`config.mk`:
```
export PLATFORM = sky130hd
export DESIGN_NAME = fgt_front
export DESIGN_NICKNAME = d
export VERILOG_FILES = /design/src/rtl/core/fgt_pkg.sv /design/src/rtl/core/fgt_fifo.sv /design/src/rtl/core/fgt_front.sv
export SDC_FILE = /design/constraint.sdc
export NUM_CORES = 1
export LEC_CHECK = 0
export BUFFER_PORTS_ARGS = -buffer_cell sky130_fd_sc_hd__buf_2
export CORE_MARGIN = 2
export CORE_UTILIZATION = 40
export DETAILED_ROUTE_END_ITERATION = 6
export PLACE_DENSITY = 0.67
export SKIP_LAST_GASP = 1
export SYNTH_ARGS = -nofsm -noshare
export SYNTH_HDL_FRONTEND = slang
export SYNTH_SLANG_ARGS = --single-unit
```
`constraint.sdc`:
```
create_clock -name clk -period 5.1 [get_ports clk]
set_input_delay 0.765 -clock clk [delete_from_list [all_inputs] [get_ports clk]]
set_output_delay 0.765 -clock clk [all_outputs]
set_load 0.05 [all_outputs]
```
`src/rtl/core/fgt_pkg.sv`:
```
// Shared types and constants of the flow gap tracker.
package fgt_pkg;

  localparam int TIME_W   = 64;
  localparam int IDX_W    = 10;
  // One table entry: analysis-active flag above the last-seen time.
  localparam int ENTRY_W  = TIME_W + 1;

  localparam logic [TIME_W-1:0] GAP_THRESHOLD_RESET = 64'd1000000;

  localparam logic OP_PACKET = 1'b0;
  localparam logic OP_DONE   = 1'b1;

  typedef struct packed {
    logic              operation;
    logic [IDX_W-1:0]  flow_index;
    logic [TIME_W-1:0] now_ns;
  } in_item_t;

  typedef struct packed {
    logic             start_analysis;
    logic             gap_seen;
    logic [IDX_W-1:0] flow_index_out;
  } out_item_t;

endpackage

```
`src/rtl/core/fgt_fifo.sv`:
```
// Small generic queue with full and empty flags.
module fgt_fifo #(
  parameter int WIDTH = 8,
  parameter int DEPTH = 2
) (
  input  logic             clk,
  input  logic             rst_n,
  input  logic             push,
  input  logic [WIDTH-1:0] push_data,
  output logic             full,
  input  logic             pop,
  output logic [WIDTH-1:0] pop_data,
  output logic             empty
);

  localparam int PW = (DEPTH > 1) ? $clog2(DEPTH) : 1;
  localparam int CW = $clog2(DEPTH + 1);

  logic [WIDTH-1:0] slot_r [DEPTH];
  logic [PW-1:0]    wr_ptr_r, wr_ptr_nxt;
  logic [PW-1:0]    rd_ptr_r, rd_ptr_nxt;
  logic [CW-1:0]    count_r, count_nxt;
  logic             do_push, do_pop;

  assign full     = (count_r == CW'(DEPTH));
  assign empty    = (count_r == '0);
  assign do_push  = push && !full;
  assign do_pop   = pop && !empty;
  assign pop_data = slot_r[rd_ptr_r];

  always_comb begin
    wr_ptr_nxt = wr_ptr_r;
    rd_ptr_nxt = rd_ptr_r;
    count_nxt  = count_r;
    if (do_push) begin
      wr_ptr_nxt = (wr_ptr_r == PW'(DEPTH - 1)) ? '0 : wr_ptr_r + 1'b1;
    end
    if (do_pop) begin
      rd_ptr_nxt = (rd_ptr_r == PW'(DEPTH - 1)) ? '0 : rd_ptr_r + 1'b1;
    end
    if (do_push && !do_pop) begin
      count_nxt = count_r + 1'b1;
    end else if (do_pop && !do_push) begin
      count_nxt = count_r - 1'b1;
    end
  end

  always_ff @(posedge clk) begin
    if (!rst_n) begin
      wr_ptr_r <= '0;
      rd_ptr_r <= '0;
      count_r  <= '0;
    end else begin
      wr_ptr_r <= wr_ptr_nxt;
      rd_ptr_r <= rd_ptr_nxt;
      count_r  <= count_nxt;
    end
  end

  always_ff @(posedge clk) begin
    if (do_push) begin
      slot_r[wr_ptr_r] <= push_data;
    end
  end

endmodule

```
`src/rtl/core/fgt_front.sv`:
```
// Front end: takes items, folds the flow index into the table and queues commands.
module fgt_front #(
  parameter int TABLE_ENTRIES = 1024
) (
  input  logic                clk,
  input  logic                rst_n,
  input  logic                in_push,
  input  fgt_pkg::in_item_t   in_data,
  output logic                in_full,
  input  logic                clearing,
  input  logic                cmd_pop,
  output logic [$clog2(TABLE_ENTRIES)+$bits(fgt_pkg::in_item_t)-1:0] cmd_data,
  output logic                cmd_empty
);

  import fgt_pkg::*;

  localparam int AW    = $clog2(TABLE_ENTRIES);
  localparam int CMD_W = AW + $bits(in_item_t);
  // Remainder workspace; 7 restoring steps cover quotients up to 127.
  localparam int RW    = 24;
  localparam int STEPS = 7;

  logic [RW-1:0]    rem;
  in_item_t         item;
  logic [CMD_W-1:0] cmd_in;
  logic             q_full;

  always_comb begin
    logic [RW-1:0] sub_c;
    rem = RW'(in_data.flow_index);
    for (int k = STEPS - 1; k >= 0; k--) begin
      sub_c = RW'(TABLE_ENTRIES) << k;
      if (rem >= sub_c) begin
        rem = rem - sub_c;
      end
    end
  end

  always_comb begin
    item            = in_data;
    item.flow_index = rem[IDX_W-1:0];
  end

  assign cmd_in  = {rem[AW-1:0], item};
  assign in_full = q_full || clearing;

  fgt_fifo #(
    .WIDTH (CMD_W),
    .DEPTH (2)
  ) u_cmd_q (
    .clk       (clk),
    .rst_n     (rst_n),
    .push      (in_push && !in_full),
    .push_data (cmd_in),
    .full      (q_full),
    .pop       (cmd_pop),
    .pop_data  (cmd_data),
    .empty     (cmd_empty)
  );

endmodule

```
==> flow_metrics.env <==
export IMPL_synth_common_cells="edfxtp_1 (150), mux2_1 (50), mux2_2 (25)"
export IMPL_start_kind="flop"
export IMPL_start_util_pct=41.2
export IMPL_clk_latency_ps=410
export IMPL_numPlacedInstances=598
export IMPL_io_buffer_count=166
export IMPL_rsz0062_at_grt="false"
export IMPL_synth_seq_cells=155
export IMPL_hold_slack_ps=537
export IMPL_synth_area_leaders="edfxtp_1 (78%), mux2_1 (9.8%), mux2_2 (4.9%)"
export IMPL_max_slew_margin_pct=23.6
export IMPL_ir_drop_mv=0.351
export IMPL_synth_area_um2=5740
export IMPL_yosysUniqueCellTypes=21
export IMPL_path_buf_inv=1
export IMPL_status="finished, final reports clean"
export IMPL_cp_cell_sequence="mux2_2 > buf_2"
export IMPL_wl_per_cell_um=15.5
export IMPL_fmax_ghz=0.345
export IMPL_crit_family="flip-flops"
export IMPL_yosys_area_top_type="edfxtp_1"
export IMPL_drcViolationCount=0
export IMPL_slew_violations=0
export IMPL_switching_share_pct=35.9
export IMPL_switching_power_mw=1.50
export IMPL_power_density_nw_per_um2=572
export IMPL_yosysMostFrequentCell="edfxtp_1"
export IMPL_hold_viol=0
export IMPL_grt_max_degree=76
export IMPL_worstSetupEndpointType="primary output"
export IMPL_period_minus_slack_ps=2890
export IMPL_dpl_hpwl_mm=6.23
export IMPL_core_um2=13900
export IMPL_cts_made_buffers=17
export IMPL_synthArstFlopShare_pct=0
export IMPL_ctsHoldBuffers=0
export IMPL_synth_edf_count=150
export IMPL_antenna_cells=0
export IMPL_skew_ps=7.21
export IMPL_power_internal_mw=2.67
export IMPL_dieArea_um2=15300
export IMPL_ctsResizeCount=0
export IMPL_critPathSlowestCell="dfxtp_4"
export IMPL_power_frac_comb_pct=30.1
export IMPL_overflow=0
export IMPL_routabilityCongestion=0.649
export IMPL_io_pins=167
export IMPL_yosys_most_used_dff="edfxtp_1"
export IMPL_final_layout_size_suffix_gt1_share_pct=49.7
export IMPL_yosysWarnings=0
export IMPL_yosysSeqAreaShare_pct=80.2
export IMPL_ctsRootBufferMaster="clkbuf_16"
export IMPL_clk_pin_slew_ps=60
export IMPL_crit_fanout=75
export IMPL_syn_instance_count=269
export IMPL_first_pass_iters=6
export IMPL_critPathRequiredTime_ps=4340
export IMPL_chipWidth_um=124
export IMPL_ff2ff_setup_slack_ps=2680
export IMPL_grt_pass1_wl_mm=14.7
export IMPL_fp_row_count=43
export IMPL_vias_per_cell=4.65
export IMPL_hold_class="reg -> reg"
export IMPL_num_nets_final=518
export IMPL_slowest_delay_ps=990
export IMPL_drt_iter0_markers=130
export IMPL_drt_wl_total_mm=9.75
export IMPL_num_fill_cells=1169
export IMPL_cts_sinks=155
export IMPL_worstSetupPathType="reg -> out"
export IMPL_final_cells=629
export IMPL_vias=2926
export IMPL_finalCritPeriodShare_pct=56.8
export IMPL_syn_to_final_growth_pct=27.0
export IMPL_avgSynthCellArea_um2=21.3
export IMPL_cts_tree="built"
export IMPL_grt_usage_pct=13.1
export IMPL_crit_arrival_ps=2130
export IMPL_maxCapViolations=0
export IMPL_setup_viol=0
export IMPL_power_share_sequential_pct=39.2
export IMPL_cts_buffer_depth=2
export IMPL_grt_antenna_before_repair=1
export IMPL_die_h_um=124
export IMPL_worst_slew_pin_slew_ps=1140
export IMPL_post_cts_buffers=0
export IMPL_cts_max_level=4
export IMPL_leakage_nw=2.70
export IMPL_syn_nets=350
export IMPL_clkPwrFrac_pct=30.7
export IMPL_tns_ps=0
export IMPL_grt_pass1_vias=3044
export IMPL_antenna_left=0
export IMPL_synth_top_area_share_pct=78.5
layer usage:
layer / GRT usage [%] / vias up / wire length, um
met5: 0 / - / 0
li1: - / 1379 / -
met1: 13.7 / 1418 / 3780
met3: 5.36 / 17 / 802
met2: 22.5 / 112 / 4980
met4: 6.61 / 0 / 185
sequential cells by signal, summed over array words and instances (netlist names), named ones only:
signal / cells
u_cmd_q.count_r: 2
u_cmd_q.rd_ptr_r: 1
u_cmd_q.slot_r: 150
u_cmd_q.wr_ptr_r: 1
layout by cell type, fill, tap and decap left out:
cell        instances
clkinvlp_4          4
and3_4              1
edfxtp_1          150
dfxtp_1             4
ha_1                1
buf_2             166
buf_12              1
dfxtp_4             1
nor2_1              1
inv_6               1
nand2b_1            2
nor2b_1             1
mux2_1             50
nand4b_1            1
clkinv_2            2
nor2b_4             1
xnor2_1             2
o21ai_0             2
nand2_1             1
bufinv_16           4
mux2_2             25
and2_1              4
o21ai_1             1
xor2_1              1
or3_1               1
clkbuf_16          17
a21boi_1            1
clkinv_1            1
clkbuf_1            2
cell families (layout without fill, tap and decap cells):
family | after synthesis | count (layout) | share of synthesized area [%]
flops | 155 | 155 | 80.2
mux | 75 | 75 | 14.7
buf+inv | 18 | 198 | 2.59
simple gates | 13 | 13 | 1.37
compound gates | 4 | 4 | 0.392
xor+xnor | 3 | 3 | 0.458
fa+ha+maj | 1 | 1 | 0.218
power by group through the flow:
| stage | Clock, mW | Sequential [mW] | Combinational, mW |
|---|---|---|---|
| floorplan | 0 | 1.57 | 1.12 |
| global placement | 0 | 1.66 | 1.26 |
| detailed placement | 0 | 1.67 | 1.26 |
| CTS | 1.31 | 1.64 | 1.27 |
| global route | 1.37 | 1.66 | 1.32 |
| finish | 1.28 | 1.64 | 1.25 |
worst paths after layout:
check / cells after the start / startpoint / to
max: 2 / flop / cmd_data[43]
min: 2 / u_cmd_q.wr_ptr_r / u_cmd_q.wr_ptr_r
max reg2reg: 4 / u_cmd_q.count_r[0] / u_cmd_q.slot_r[0][23]
min reg2reg: 2 / u_cmd_q.wr_ptr_r / u_cmd_q.wr_ptr_r
worst register-to-register path, stage by stage, from the launching register on:
cell and delay, ps:
dfxtp_1 420, nand2b_1 200, and2_1 190, nor2b_4 930
buf_12 330
through the flow:
stage / area (um2) / total power [mW] / worst slack, ps / util [%]
2_1_floorplan: 5740 / 2.70 / 150 / -
3_3_place_gp: 6680 / 2.92 / 2240 / 47.9
3_5_place_dp: 6680 / 2.93 / 2210 / 47.9
4_1_cts: 7290 / 4.23 / 2160 / 52.3
5_1_grt: 7290 / 4.35 / 2070 / 52.3
6_report: 7290 / 4.17 / 2210 / 52.3
final cells by class:
class	instances	area, um2	share of cell area, %
Sequential cell	155	4610	63.2
Multi-Input combinational cell	96	997	13.7
Timing Repair Buffer	167	851	11.7
Clock buffer	19	433	5.94
Tap cell	180	225	3.09
Clock inverter	12	173	2.37
Power figures use the tool's default switching activity.
