`config.mk`:
```
export PLATFORM = sky130hd
export DESIGN_NAME = fgt_back
export DESIGN_NICKNAME = d
export VERILOG_FILES = /design/src/rtl/core/fgt_pkg.sv /design/src/rtl/core/fgt_back.sv
export SDC_FILE = /design/constraint.sdc
export NUM_CORES = 1
export LEC_CHECK = 0
export ABC_AREA = 1
export BUFFER_PORTS_ARGS = -buffer_cell sky130_fd_sc_hd__buf_2
export CAP_MARGIN = 10
export CORE_MARGIN = 8
export CORE_UTILIZATION = 55
export DETAILED_ROUTE_END_ITERATION = 7
export GPL_TIMING_DRIVEN = 0
export HOLD_SLACK_MARGIN = 0.06
export MAX_ROUTING_LAYER = met4
export PLACE_DENSITY = 0.84
export SYNTH_ARGS = -nofsm -noshare
export SYNTH_HDL_FRONTEND = slang
export SYNTH_SLANG_ARGS = --single-unit
```
`constraint.sdc`:
```
create_clock -name clk -period 19.8 [get_ports clk]
set_input_delay 3.96 -clock clk [delete_from_list [all_inputs] [get_ports clk]]
set_output_delay 3.96 -clock clk [all_outputs]
set_load 0.02 [all_outputs]
```
`src/rtl/core/fgt_pkg.sv`:
```
// Shared types and constants of the flow gap tracker.
package fgt_pkg;

  localparam int TIME_W   = 64;
  localparam int IDX_W    = 10;
  // One table entry: analysis-active flag above the last-seen time.
  localparam int ENTRY_W  = TIME_W + 1;

  localparam logic [TIME_W-1:0] GAP_THRESHOLD_RESET = 64'd1000000;

  localparam logic OP_PACKET = 1'b0;
  localparam logic OP_DONE   = 1'b1;

  typedef struct packed {
    logic              operation;
    logic [IDX_W-1:0]  flow_index;
    logic [TIME_W-1:0] now_ns;
  } in_item_t;

  typedef struct packed {
    logic             start_analysis;
    logic             gap_seen;
    logic [IDX_W-1:0] flow_index_out;
  } out_item_t;

endpackage

```
`src/rtl/core/fgt_back.sv`:
```
// Back end: clears the table after reset, then runs one read-modify-write per command.
module fgt_back #(
  parameter int TABLE_ENTRIES = 1024
) (
  input  logic                                clk,
  input  logic                                rst_n,
  input  logic [fgt_pkg::TIME_W-1:0]          gap_threshold,
  input  logic                                cmd_empty,
  input  logic [$clog2(TABLE_ENTRIES)+$bits(fgt_pkg::in_item_t)-1:0] cmd_data,
  output logic                                cmd_pop,
  output logic                                ram_we,
  output logic [$clog2(TABLE_ENTRIES)-1:0]    ram_waddr,
  output logic [fgt_pkg::ENTRY_W-1:0]         ram_wdata,
  output logic                                ram_re,
  output logic [$clog2(TABLE_ENTRIES)-1:0]    ram_raddr,
  input  logic [fgt_pkg::ENTRY_W-1:0]         ram_rdata,
  input  logic                                res_full,
  output logic                                res_push,
  output fgt_pkg::out_item_t                  res_data,
  output logic                                clearing
);

  import fgt_pkg::*;

  localparam int AW    = $clog2(TABLE_ENTRIES);
  localparam int CMD_W = AW + $bits(in_item_t);

  localparam logic [1:0] ST_CLEAR = 2'd0;
  localparam logic [1:0] ST_IDLE  = 2'd1;
  localparam logic [1:0] ST_EXEC  = 2'd2;

  logic [1:0]       state_r, state_nxt;
  logic [AW-1:0]    clr_cnt_r, clr_cnt_nxt;
  logic [CMD_W-1:0] cmd_r, cmd_nxt;

  logic [AW-1:0]     cur_idx;
  in_item_t          cur_item;
  logic [TIME_W-1:0] last_time;
  logic              active;
  logic [TIME_W-1:0] idle_time;
  logic              gap;
  logic              start;

  assign cur_idx   = cmd_r[CMD_W-1 -: AW];
  assign cur_item  = in_item_t'(cmd_r[$bits(in_item_t)-1:0]);
  assign last_time = ram_rdata[TIME_W-1:0];
  assign active    = ram_rdata[TIME_W];
  assign idle_time = cur_item.now_ns - last_time;
  assign gap       = (cur_item.operation == OP_PACKET) && (idle_time > gap_threshold);
  assign start     = gap && !active;
  assign clearing  = (state_r == ST_CLEAR);

  always_comb begin
    res_data.start_analysis = start;
    res_data.gap_seen       = gap;
    res_data.flow_index_out = cur_item.flow_index;
  end

  always_comb begin
    state_nxt   = state_r;
    clr_cnt_nxt = clr_cnt_r;
    cmd_nxt     = cmd_r;
    cmd_pop     = 1'b0;
    ram_we      = 1'b0;
    ram_waddr   = cur_idx;
    ram_wdata   = '0;
    ram_re      = 1'b0;
    ram_raddr   = cmd_data[CMD_W-1 -: AW];
    res_push    = 1'b0;
    unique case (state_r)
      ST_CLEAR: begin
        ram_we    = 1'b1;
        ram_waddr = clr_cnt_r;
        if (clr_cnt_r == AW'(TABLE_ENTRIES - 1)) begin
          state_nxt = ST_IDLE;
        end else begin
          clr_cnt_nxt = clr_cnt_r + 1'b1;
        end
      end
      ST_IDLE: begin
        if (!cmd_empty) begin
          cmd_pop   = 1'b1;
          ram_re    = 1'b1;
          cmd_nxt   = cmd_data;
          state_nxt = ST_EXEC;
        end
      end
      ST_EXEC: begin
        if (!res_full) begin
          ram_we   = 1'b1;
          res_push = 1'b1;
          if (cur_item.operation == OP_PACKET) begin
            ram_wdata = {active || start, cur_item.now_ns};
          end else begin
            ram_wdata = {1'b0, last_time};
          end
          state_nxt = ST_IDLE;
        end
      end
      default: begin
        state_nxt = ST_CLEAR;
      end
    endcase
  end

  always_ff @(posedge clk) begin
    if (!rst_n) begin
      state_r   <= ST_CLEAR;
      clr_cnt_r <= '0;
    end else begin
      state_r   <= state_nxt;
      clr_cnt_r <= clr_cnt_nxt;
    end
  end

  always_ff @(posedge clk) begin
    cmd_r <= cmd_nxt;
  end

endmodule

```
==> results_dict.tcl <==
set metrics [dict create \
    track_usage_pct 32.6 \
    antenna_left 0 \
    syn_avg_cell_area_sq_um 6.54 \
    internal-power_w 0.000422 \
    grt_pass1_vias 12500 \
    synth_nets 2082 \
    drtIter0Drc 1076 \
    setup_viol 0 \
    numPortBuffers 319 \
    endpoint_kind "output pin" \
    grt-ovfl-total 0 \
    placed_area_sq_um 13300 \
    antenna_found_initial 1 \
    wirelength_um 41900 \
    layout-drive-gt1-share_pct 22.6 \
    crit_start "ram_rdata[35]" \
    ys_ff_latch 97 \
    cap_violations 0 \
    routed_via_density 5.39 \
    die_area_sq_um 25500 \
    totalPowerFinal_w 0.000651 \
    cts_hold_buf 0 \
    critPathCapture "res_data[11]" \
    wl_per_cell_um 17.9 \
    cts_made_buffers 9 \
    final_area_sq_um 13600 \
    synthSimpleGateAreaFrac_pct 29.5 \
    synth-adder-area-share_pct 14.3 \
    initial_utilization_pct 56.0 \
    yosysTopAreaCell "edfxtp_1" \
    cts_tree "yes" \
    n_fill_cell 1853 \
    ios 320 \
    criticalPathCategory "input pin to output pin" \
    hold_viol 0 \
    synth_top_family_by_area "simple AND/OR/NAND/NOR gates" \
    critPathRequiredTime_ps 15840 \
    synth_top_area_share_pct 22.5 \
    multi_input_area_sq_um 7040 \
    yosys.area_share.xor_xnor_pct 3.17 \
    area_delta_synth_final_pct 20.3 \
    cts.path.max_buffers 2 \
    post-dp-hpwl_um 36600 \
    grt_setup_unrepaired "false" \
    pwr-share-clk_pct 29.5 \
    grt_pass1_wl_um 64400 \
    netlist_area_sq_um 11300 \
    slew_headroom_pct 36.6 \
    numClockSinks 97 \
    synthMuxAreaShare_pct 0 \
    grt_use_met3_pct 5.87 \
    timing.rr.end "cmd_r[74]$_DFFE_PP_" \
    finClkSkew_ps 8.09 \
    r2r_cells 5 \
    place_ws_ps 8020 \
    power.combinational.fraction_pct 35.2 \
    critPathMaxFanout 5 \
    use_met1_pct 41.1 \
    finalMaxSlewViolations 0 \
    die_w_um 160 \
    grt_max_degree 38 \
    top_usage_layer "met2" \
    rrSetupSlack_ps 17860 \
    vias 12600 \
    ff_latch_area_sq_um 2790 \
    drc_errors 0 \
    use_met2_pct 51.5 \
    nets 2414 \
    postLayoutSetupSlackWorst_ps 7970 \
    synth_cells 1735 \
    htree_levels 3 \
    dr.pass1.iters 7 \
    cts_resized 0 \
    outcome "completed" \
    max_freq_mhz 84.5 \
    synth_compound_area_share_pct 15.1 \
    clk_pin_slew_worst_paths_ps 60 \
    yosysUniqueCellTypes 42 \
    vdd_drop_max_uv 43.9 \
    r2r_start "state_r[1]$_SDFFE_PN0P_" \
    worst_pin_slew_ps 951 \
    rows 52 \
    start_kind "input pin" \
    yosysSeqAreaShare_pct 24.6 \
    p_sw_share_pct 35.2 \
    hp-class "register to register" \
    crit_arrival_ps 7870 \
    core_region_area_sq_um 20200 \
    power_density_nw_per_um2 47.7 \
    worstSkewPairLatency_ps 350 \
    synth_area_leaders "edfxtp_1 (23%), nand2_1 (15%), ha_1 (14%)" \
    globalplace.congestion 1.02 \
    yosysWarnings 0 \
    cts_setup_buffers 0 \
    power_frac_seq_pct 35.3 \
    cts_root_buf "clkbuf_16" \
    final.setup.tns_ps 0 \
    finalCritPeriodShare_pct 59.8 \
    post-route-min-period_ps 11830 \
    die_h_um 160 \
    power_switching_w 0.000229 \
    leakage_nw 7.17 \
]
[state kept, by name, summed over array words and instances, names as in the netlist]
register	cells
cmd_r	85
clr_cnt_r	10
state_r	2
[critical path, cell delays in order]
cell and delay [ps]:
buf_2 110, inv_1 50, ha_1 380, a21oi_1 420
o21ai_0 270, nand2_1 110, nand2_1 80, o21bai_1 210
a21oi_1 260, nand2_1 100, nand2_1 70, nand2_1 70
ha_1 280, inv_1 50, nor3_1 210, nand2_1 120
nor2_1 180, nand3_1 80, nor3_1 180, nor2_1 60
nand2_1 260, nor2_1 70, buf_4 130, buf_2 150
[synthesized netlist by cell type (all sizes together)]
library cell / instances
a21boi: 2
a21o: 10
a21oi: 195
a311oi: 1
a31oi: 3
and3: 1
buf: 29
clkbuf: 15
clkinv: 1
dfxtp: 12
edfxtp: 85
fa: 1
ha: 128
inv: 332
nand2: 482
nand3: 69
nand3b: 7
nand4: 17
nor2: 175
nor3: 22
nor3b: 1
nor4: 5
o211ai: 1
o21a: 7
o21ai: 79
o21bai: 14
xnor2: 7
xor2: 34
[logic make-up after synthesis]
| logic type | after synthesis |
|---|---|
| adder cells (fa/ha/maj) | 129 |
| XOR/XNOR | 41 |
| AO/OA/AOI/OAI | 312 |
| buffers and inverters | 377 |
| flip-flops | 97 |
| AND/OR/NAND/NOR | 779 |
[layer usage]
| layer | vias up | part of all wire (%) |
|---|---|---|
| met5 | - | 0 |
| met4 | 0 | 3.3 |
| met3 | 69 | 9.3 |
| met2 | 615 | 45 |
| met1 | 5720 | 43 |
| li1 | 6217 | - |
[final cells by class]
class                      instances  share of cell area (%)
antenna                            1                  0.0183
buffer                            44                    1.90
clock buffer                      10                    1.68
clock inverter                     6                   0.651
inverter                         333                    9.16
multi-input combinational       1261                    51.6
sequential                        97                    20.5
tap                              270                    2.48
timing repair buffer             321                    12.0
[metrics by stage]
step,hold slack [ps],cells,utilization [%]
2_1_floorplan,467,1735,-
3_3_place_gp,493,2324,65.6
3_5_place_dp,497,2326,65.8
4_1_cts,521,2342,67.4
5_1_grt,552,2343,67.4
6_report,525,2343,67.4
[worst min-delay path by stage]
stage / startpoint / end / slack [ps] / cells past startpoint
detailed placement: clr_cnt_r[5]$_SDFFE_PN0P_ / clr_cnt_r[6]$_SDFFE_PN0P_ / 500 / 2
global placement: clr_cnt_r[5]$_SDFFE_PN0P_ / clr_cnt_r[6]$_SDFFE_PN0P_ / 490 / 2
CTS: clr_cnt_r[9]$_SDFFE_PN0P_ / clr_cnt_r[9]$_SDFFE_PN0P_ / 520 / 2
global route: clr_cnt_r[6]$_SDFFE_PN0P_ / clr_cnt_r[6]$_SDFFE_PN0P_ / 550 / 2
finish: clr_cnt_r[9]$_SDFFE_PN0P_ / clr_cnt_r[9]$_SDFFE_PN0P_ / 530 / 2
floorplan: clr_cnt_r[6]$_SDFFE_PN0P_ / clr_cnt_r[6]$_SDFFE_PN0P_ / 470 / 2
[cell usage in the layout, fill, tap and decap left out, types with 3 or more instances in the layout]
master	netlist	routed
nor2_1	147	146
nor2_2	26	26
ha_1	128	128
a21oi_2	6	6
nand3_1	60	60
inv_1	307	307
nand4_1	17	17
nor4_1	4	4
nand3_2	8	8
o21ai_1	11	11
inv_2	25	25
o21bai_1	12	12
o21ai_0	66	66
nor2_4	2	3
nor3_1	19	19
buf_2	6	325
nand2_2	25	25
a21oi_1	187	187
dfxtp_1	12	12
clkbuf_1	15	16
nand3b_1	7	7
nor3_2	3	3
o21a_1	7	7
edfxtp_1	85	85
nand2_1	457	457
clkbuf_16	0	9
a21o_1	10	10
xor2_1	34	34
a31oi_1	3	3
buf_4	23	23
xnor2_1	7	7
[power by group through the flow]
stage | Sequential, W | Clock (W) | Combinational (W)
2_1_floorplan | 0.000234 | 0 | 0.000143
3_3_place_gp | 0.000235 | 0 | 0.000216
3_5_place_dp | 0.000235 | 0 | 0.000224
4_1_cts | 0.000230 | 0.000196 | 0.000225
5_1_grt | 0.000230 | 0.000201 | 0.000253
6_report | 0.000230 | 0.000192 | 0.000229
(Power assumes the default switching activity.)
