### src/rtl/core/fgt_fifo.sv
// Small generic queue with full and empty flags.
module fgt_fifo #(
  parameter int WIDTH = 8,
  parameter int DEPTH = 2
) (
  input  logic             clk,
  input  logic             rst_n,
  input  logic             push,
  input  logic [WIDTH-1:0] push_data,
  output logic             full,
  input  logic             pop,
  output logic [WIDTH-1:0] pop_data,
  output logic             empty
);

  localparam int PW = (DEPTH > 1) ? $clog2(DEPTH) : 1;
  localparam int CW = $clog2(DEPTH + 1);

  logic [WIDTH-1:0] slot_r [DEPTH];
  logic [PW-1:0]    wr_ptr_r, wr_ptr_nxt;
  logic [PW-1:0]    rd_ptr_r, rd_ptr_nxt;
  logic [CW-1:0]    count_r, count_nxt;
  logic             do_push, do_pop;

  assign full     = (count_r == CW'(DEPTH));
  assign empty    = (count_r == '0);
  assign do_push  = push && !full;
  assign do_pop   = pop && !empty;
  assign pop_data = slot_r[rd_ptr_r];

  always_comb begin
    wr_ptr_nxt = wr_ptr_r;
    rd_ptr_nxt = rd_ptr_r;
    count_nxt  = count_r;
    if (do_push) begin
      wr_ptr_nxt = (wr_ptr_r == PW'(DEPTH - 1)) ? '0 : wr_ptr_r + 1'b1;
    end
    if (do_pop) begin
      rd_ptr_nxt = (rd_ptr_r == PW'(DEPTH - 1)) ? '0 : rd_ptr_r + 1'b1;
    end
    if (do_push && !do_pop) begin
      count_nxt = count_r + 1'b1;
    end else if (do_pop && !do_push) begin
      count_nxt = count_r - 1'b1;
    end
  end

  always_ff @(posedge clk) begin
    if (!rst_n) begin
      wr_ptr_r <= '0;
      rd_ptr_r <= '0;
      count_r  <= '0;
    end else begin
      wr_ptr_r <= wr_ptr_nxt;
      rd_ptr_r <= rd_ptr_nxt;
      count_r  <= count_nxt;
    end
  end

  always_ff @(posedge clk) begin
    if (do_push) begin
      slot_r[wr_ptr_r] <= push_data;
    end
  end

endmodule

### config.mk
export PLATFORM = sky130hd
export DESIGN_NAME = fgt_fifo
export DESIGN_NICKNAME = d
export VERILOG_FILES = /design/src/rtl/core/fgt_fifo.sv
export SDC_FILE = /design/constraint.sdc
export NUM_CORES = 1
export LEC_CHECK = 0
export ABC_CLOCK_PERIOD_IN_PS = 1700
export BUFFER_PORTS_ARGS = -buffer_cell sky130_fd_sc_hd__buf_4
export CAP_MARGIN = 10
export CORE_AREA = 2 2 44 46
export DETAILED_ROUTE_END_ITERATION = 12
export DIE_AREA = 0 0 46 48
export MAX_ROUTING_LAYER = met4
export PLACE_DENSITY = 0.79
export SLEW_MARGIN = 20
export SYNTH_ARGS = -nofsm -noshare
export SYNTH_HDL_FRONTEND = slang
export SYNTH_SLANG_ARGS = --single-unit
### constraint.sdc
create_clock -name clk -period 1.7 [get_ports clk]
set_clock_uncertainty 0.15 [all_clocks]
set_input_delay 0.34 -clock clk [delete_from_list [all_inputs] [get_ports clk]]
set_output_delay 0.34 -clock clk [all_outputs]
set_load 0.01 [all_outputs]
==> results of run 1 <==
-- final timing paths --
check,depth (start not counted),slack (ns),to,from
setup / recovery,2,0.02,pop_data[1],register
hold / removal,1,0.07,slot_r[0][4]$_DFFE_PP_,push_data[4]
setup reg to reg,6,0.06,count_r[1]$_SDFFE_PN0P_,count_r[0]$_SDFFE_PN0P_
hold reg to reg,2,0.43,count_r[1]$_SDFFE_PN0P_,count_r[1]$_SDFFE_PN0P_
-- report_power, final --
group	leakage (nW)	total [mW]	internal, mW	switching (mW)
clock	0.0150	0.230	0.0913	0.138
combinational	0.242	0.600	0.374	0.226
sequential	0.192	0.751	0.666	0.0854
-- worst max-delay path, stage by stage, from the launching register on --
cell                      delay (ns)
sky130_fd_sc_hd__dfxtp_4        0.45
sky130_fd_sc_hd__mux2_4         0.32
sky130_fd_sc_hd__buf_6          0.12
-- area by class of cell --
class,instances,area (um^2),area share [%]
Inverter,2,7.51,0.683
Clock buffer,4,26.3,2.39
Timing Repair Buffer,23,203,18.4
Tap cell,17,21.3,1.93
Sequential cell,21,588,53.5
Multi-Input combinational cell,26,254,23.1
-- cell usage in the layout (no fill, tap or decap), types with 2 or more instances in the layout --
cell type / count
sky130_fd_sc_hd__buf_4: 15
sky130_fd_sc_hd__clkbuf_4: 3
sky130_fd_sc_hd__mux2_4: 8
sky130_fd_sc_hd__and2_1: 3
sky130_fd_sc_hd__edfxtp_1: 16
sky130_fd_sc_hd__xnor2_1: 2
sky130_fd_sc_hd__dfxtp_1: 3
sky130_fd_sc_hd__dfxtp_4: 2
sky130_fd_sc_hd__nor2_1: 2
sky130_fd_sc_hd__buf_6: 8
-- metrics by stage --
step / util [%] / hold slack, ns / setup TNS (ns) / instance area, um^2 / setup WS [ns]
after floorplan: - / 0.289 / 0 / 810 / 0.0790
after global placement: 59.1 / 0.355 / 0 / 998 / 0.0721
after detailed placement: 59.1 / 0.378 / 0 / 998 / 0.00204
after CTS: 61.0 / 0.0576 / -0.143 / 1030 / -0.0255
after global routing: 65.1 / 0.0473 / -0.307 / 1100 / -0.0511
final: 65.1 / 0.0740 / 0 / 1100 / 0.0211
-- metal layers --
metal	routed length (um)	track usage, %
met1	529	13.0
met2	666	20.3
met3	60	5.28
met4	21	12.0
met5	0	-
-- timing repair --
item	in CTS	in global routing
endpoints found under the setup margin	9	9
gates resized for setup	3	18
gates cloned	0	0
-- registers in the layout (all words and copies together) (netlist names), named ones only --
register	cells
slot_r	16
rd_ptr_r	1
count_r	2
wr_ptr_r	1
-- cell families (layout without fill, tap and decap cells) --
group	after synthesis	count (layout)	share of synthesized area, %
adder cells (fa/ha/maj)	1	1	1.55
buffers and inverters	3	29	1.54
AO/OA/AOI/OAI	5	5	4.02
XOR/XNOR	3	3	3.25
multiplexers	8	8	11.1
flip-flops	21	21	71.7
AND/OR/NAND/NOR	9	9	6.80
==> impl.org, run 1 <==
** Routing
- Total length of routed wires :: roughly 1300 um
- Residual DRC :: 0
- Pre-antenna DRT Iters :: 4
- The detailed router finished its first iteration with 9 violations.
- Number of vias in the routed layout :: around 470
- The count of nets left with antenna violations once routing finished came out at 0.
- Using the TritonRoute via totals, the vias-per-cell ratio works out to approximately 5.
- Routed wire per std cell :: 13.7 um

** Clock tree
- For this design, the CTS-stage hold fixing added 0 buffers.
- Clock-pin transition on the worst setup and hold timing paths :: roughly 0.11 ns
- Clock latency on the worst-skew pair :: just under 0.3 ns
- CTS sink cnt :: 21
- Root Driver :: sky130_fd_sc_hd__clkbuf_4
- TritonCTS clock tree :: built
- Post-CTS timing repair inserted 0 buffers for setup.
- In this run, CTS created clock tree buffers numbering 3.
- Longest Clk Path Bufs :: 2
- In this run the number of H-tree levels came out at 1.

** Logic synthesis
- Count of flip-flops with a built-in enable after synthesis :: 16
- The most common cell in the synthesized netlist is sky130_fd_sc_hd__edfxtp_1.
- Number of storage elements in the synthesis netlist :: 21
- The most used flip-flop cell after synthesis is sky130_fd_sc_hd__edfxtp_1.
- The netlist uses 20 different library cells.
- The number of nets in the synthesized netlist is 63.
- In the synthesized netlist the async set-or-reset flop fraction comes to 0%.
- Cells taking the most area after synthesis :: sky130_fd_sc_hd__edfxtp_1, sky130_fd_sc_hd__dfxtp_1, sky130_fd_sc_hd__mux2_2
- Cell count after synthesis :: 50
- Count of yosys warnings during synthesis :: 0
- Cell taking the most area after synthesis :: sky130_fd_sc_hd__edfxtp_1
- In this run the biggest area consumer among cell types represents between 50% and 60% of the synthesized area.
- Summing every instance area after synthesis gives slightly above 800 um^2.
- By count the netlist is led by sky130_fd_sc_hd__edfxtp_1, sky130_fd_sc_hd__mux2_2, sky130_fd_sc_hd__dfxtp_1, sky130_fd_sc_hd__and2_1.
- Sequential elements use a little under three quarters of the synthesized area.
- A synthesized cell averages about 16 um^2.

** Min path
- Classification of the worst-slack hold path :: input pin to register

** GRT
- The number of global-route vias before repair came to 421.
- Global routing usage summed across all routing layers :: between 10% and 20%
- Pin count of the biggest net entering global routing :: 12
- Number of antenna violations at the first check in global routing :: 0
- The first global-routing pass estimated approximately 1800 um of wire.
- Remaining Overflow, GRT :: 0

** Setup path
- For the worst setup path, the data arrival time is ~1.2 ns.
- WS Path Type :: register to output pin
- Of all nets on the critical path, the largest fanout is 8.
- STA classifies the critical path endpoint as an output pin.
- STA classifies the critical path startpoint as a register.
- Data on the critical path is required at its endpoint by roughly 1.2 ns.

** Timing
- Maximum achievable frequency :: 596 MHz
- Setup repair after global routing could not meet its margin everywhere.
- For the pin with the worst max-slew slack, the measured transition is ~0.36 ns.
- The number of hold violations in the final report is 0.
- Part of the cycle the worst path needs :: between 90% and 100%
- Worst slew margin :: ~76%
- Final slew viol count :: 0
- Setup violators final :: 0
- Period minus WS final :: 1.68 ns

** Final layout
- Counting the fill cells in the layout gives 130.
- Post-layout nets :: 90
- For this run, the number of standard cells in the final layout without fillers is between 90 and 100.
- Area overhead of the layout relative to synthesis :: 35.9%
- Cells with a size suffix above 1 make up between 50 and 60% of the layout.
- 0 antenna diodes ended up in the layout.

** Placement
- After detailed placement, the design holds a cell count of 89.
- Final weighted congestion of routability-driven global placement :: ~0.64
- Count of input and output buffers :: 21

** Power
- Static Leakage :: around 0.45 nW
- Worst-case vdd ir drop :: ~0.00086 V
- After layout, the design draws a total of approximately 1.6 mW.
- Total power density per cell area :: 1440 nW/um^2

** Die
- Total die area :: roughly 2200 um^2
- Floorplan core area :: about 1700 um^2
- In this run the core area contains 15 standard-cell rows.
- Number of top-level pins :: 22
- The die is ~46 um wide.
- Once the floorplan was initialized, standard cells occupied 47.9% of the core.
- Die boundary height :: 48 um

** Job
- Number of max-cap violations :: 0

** Outcome
- Outcome :: finished clean
No activity file was read; power rests on OpenSTA's default activity.
==> run 2, diff against run 1 <==
Settings changed: CTS_CLUSTER_SIZE from default to 24, SETUP_SLACK_MARGIN from default to 0.3.
==> impl.org, run 2 (same netlist as run 1, synthesis figures left out) <==
** Timing
- Setup repair after global routing could not meet its margin everywhere.
- Hold Slack :: 0.0806 ns (+0.00662 ns)
- Period minus WS final :: 1.67 ns (-0.00397 ns)
- The pin slew with the least headroom to its limit was 0.213 ns (-0.150 ns).
- The worst slew margin relative to its limit was 85.8% (+10 points).
- The number of hold violations in the final report is 0 (unchanged).
- Setup violators final :: 0 (unchanged)
- The share of the clock period used by the worst path after layout was 98.5% (-0.23 points).
- The worst path setup slack after routing is 0.0251 ns (+0.00397 ns).
- The maximum achievable frequency was 597 MHz (+0.24%).
- Post-Route Setup TNS :: 0 ns (unchanged)
- The number of pins with negative max-slew slack in the final report is 0 (unchanged).

** Setup path
- Endpoint type of the worst setup path :: output pin
- Maximum fanout count along the critical path :: 8 (unchanged)
- The worst setup path is launched from a register.
- Crit-path slowest cell :: sky130_fd_sc_hd__dfxtp_4
- Series of cell instances along the critical path :: mux2_4 > buf_6
- The largest stage delay on the critical path came to 0.45 ns (about the same).
- The setup path with the least slack is of type register to output pin.
- The data arrival time of the worst path is 1.18 ns (about the same).
- The required time of the critical path came to 1.21 ns (about the same).

** Clock tree
- The number of levels in the clock H-tree came to 1 (unchanged).
- Cts hold-fix bufs :: 0 (unchanged)
- The clock latency of the later-clocked register in the worst-skew pair was 0.29 ns (about the same).
- The maximum clock insertion buffer count is 2 (unchanged).
- The number of clock sinks seen by CTS is 21 (unchanged).
- TritonCTS built the clock tree.
- Clock-pin transition on the worst setup and hold timing paths :: 0.11 ns (about the same)
- Clock tree synthesis selected as its root buffer the cell sky130_fd_sc_hd__clkbuf_4.
- The TritonCTS buffer count is 3 (unchanged).

** GRT
- The pin count of the biggest net entering global routing came to 12 (unchanged).
- The sum of overflow across all layers after global routing was 0 (unchanged).
- Global routing usage summed across all routing layers :: 16.2% (+2.8 points)
- Number of antenna violations at the first check in global routing :: 0 (unchanged)
- The number of global-route vias before repair was 543 (+29%).
- Wire length of the first global-routing pass :: 2310 um (+27%)

** Die
- The total number of placement rows was 15 (unchanged).
- Total die area :: 2210 um^2 (unchanged)
- The core region area came to 1690 um^2 (unchanged).
- Die width :: 46 um (unchanged)
- The die outline height came to 48 um (unchanged).
- Initial cell density of the core :: 47.9% (unchanged)
- Number of top-level pins :: 22 (unchanged)

** Min path
- The worst hold path belongs to the class input pin to register.

** Final layout
- Highest-count cells in the layout ignoring fill and taps :: sky130_fd_sc_hd__buf_6, sky130_fd_sc_hd__edfxtp_1, sky130_fd_sc_hd__buf_4, sky130_fd_sc_hd__mux2_4
- The largest registers in the layout are slot_r (16), count_r (2).
- The final net count came to 97 (+7.8%).
- The total non-filler cell area in the finished layout is 1230 um^2 (+12%).
- Number of flip-flops in the largest register :: 16 (unchanged)
- The number of antenna repair diodes was 0 (unchanged).
- Area overhead of the layout relative to synthesis :: 52.5%
- The register with the most flip-flops in the final layout is slot_r.
- The ratio of cells with drive above 1 in the final layout was 65.1% (+14 points).
- The post-layout utilization of the core came to 73.1% (+8.0 points).
- FILL cells :: 123 (-5.4%)

** Placement
- Count of input and output buffers :: 21 (unchanged)
- Detailed-placement wirelength estimate :: a little under 1000 um
- The weighted congestion at the end of routability-driven global placement was 0.634 (-1.5%).
- Post-DP Area :: 1020 um^2 (+2.6%)
- The worst setup slack before clock tree synthesis was 0.0813 ns (+0.0792 ns).

** Routing
- The detailed-routing iteration count for the pre-antenna-repair pass was 4 (unchanged).
- The per-cell routed wire length came to 15.9 um (+16%).
- Post-route ant nets :: 0 (unchanged)
- Total length of routed wires :: 1590 um (+24%)
- The final routed DRC violation total was 0 (unchanged).
- First DRT Iteration DRCs :: 8 (-1)
- The number of vias after detailed routing is 522 (+10%).
- Number of vias per cell after detailed routing :: 5.22 (+2.4%)

** Job
- The total of max-cap violations is 0 (unchanged).

** Outcome
- The run finished with clean final reports.

** Power
- Worst-case vdd ir drop :: 0.000976 V (+14%)
- The cell area power density is 1490 nW/um^2 (+3.7%).
- The leakage power summed over all cells came to 0.504 nW (+12%).
==> run 2: cell types whose count changed in the layout (fill, tap and decap cells not counted), sizes merged <==
| cell | change |
|---|---|
| buf | +7 |
==> run 2: final timing paths <==
check	slack [ns]	cells after the start	from	to
worst max-delay path	0.03	2	register	pop_data[5]
worst min register to register	0.41	2	count_r[1]$_SDFFE_PN0P_	count_r[1]$_SDFFE_PN0P_
worst min-delay path	0.08	1	push_data[4]	slot_r[0][4]$_DFFE_PP_
worst max register to register	0.12	7	count_r[0]$_SDFFE_PN0P_	count_r[1]$_SDFFE_PN0P_
==> run 2: final cells by class <==
class                   count  area, um^2  area share (%)
flip-flops and latches     21         589            47.7
multi-input cells          26         303            24.5
repair buffers             30         285            23.1
clock buffers               4        26.3            2.13
well taps                  17        21.3            1.72
inverters                   2        10.0           0.811
==> run 2: critical path: cells and delay by family (launching register included) <==
family                 cells  cell delay, ns
muxes                      1            0.32
buffers and inverters      1            0.12
DFF                        1            0.45
==> run 2: per-stage QoR <==
step,power (mW),std cells
finish,1.84,100
global placement,1.27,89
global route,1.95,100
detailed placement,1.29,89
floorplan,1.07,50
CTS,1.73,97
==> run 2: routing by layer <==
metal	vias up	GRT usage [%]	routed length (um)	part of all wire, %
met5	-	-	0	0
met4	0	6.86	12	0.76
met3	2	3.77	71	4.5
met2	15	30.8	949	60
met1	255	15.3	552	35
li1	250	-	-	-
==> run 2: repair_timing <==
action	in CTS	in global routing
resized for setup	27	8
hold endpoints to repair	0	0
buffers inserted	4	3
endpoints found under the setup margin	20	20
pin swaps	3	3
==> run 2: power breakdown <==
group	leakage, nW	internal [mW]	switching (mW)
clock network	0.0150	0.0910	0.132
registers	0.192	0.669	0.0922
logic	0.296	0.548	0.309
total	0.504	1.31	0.533
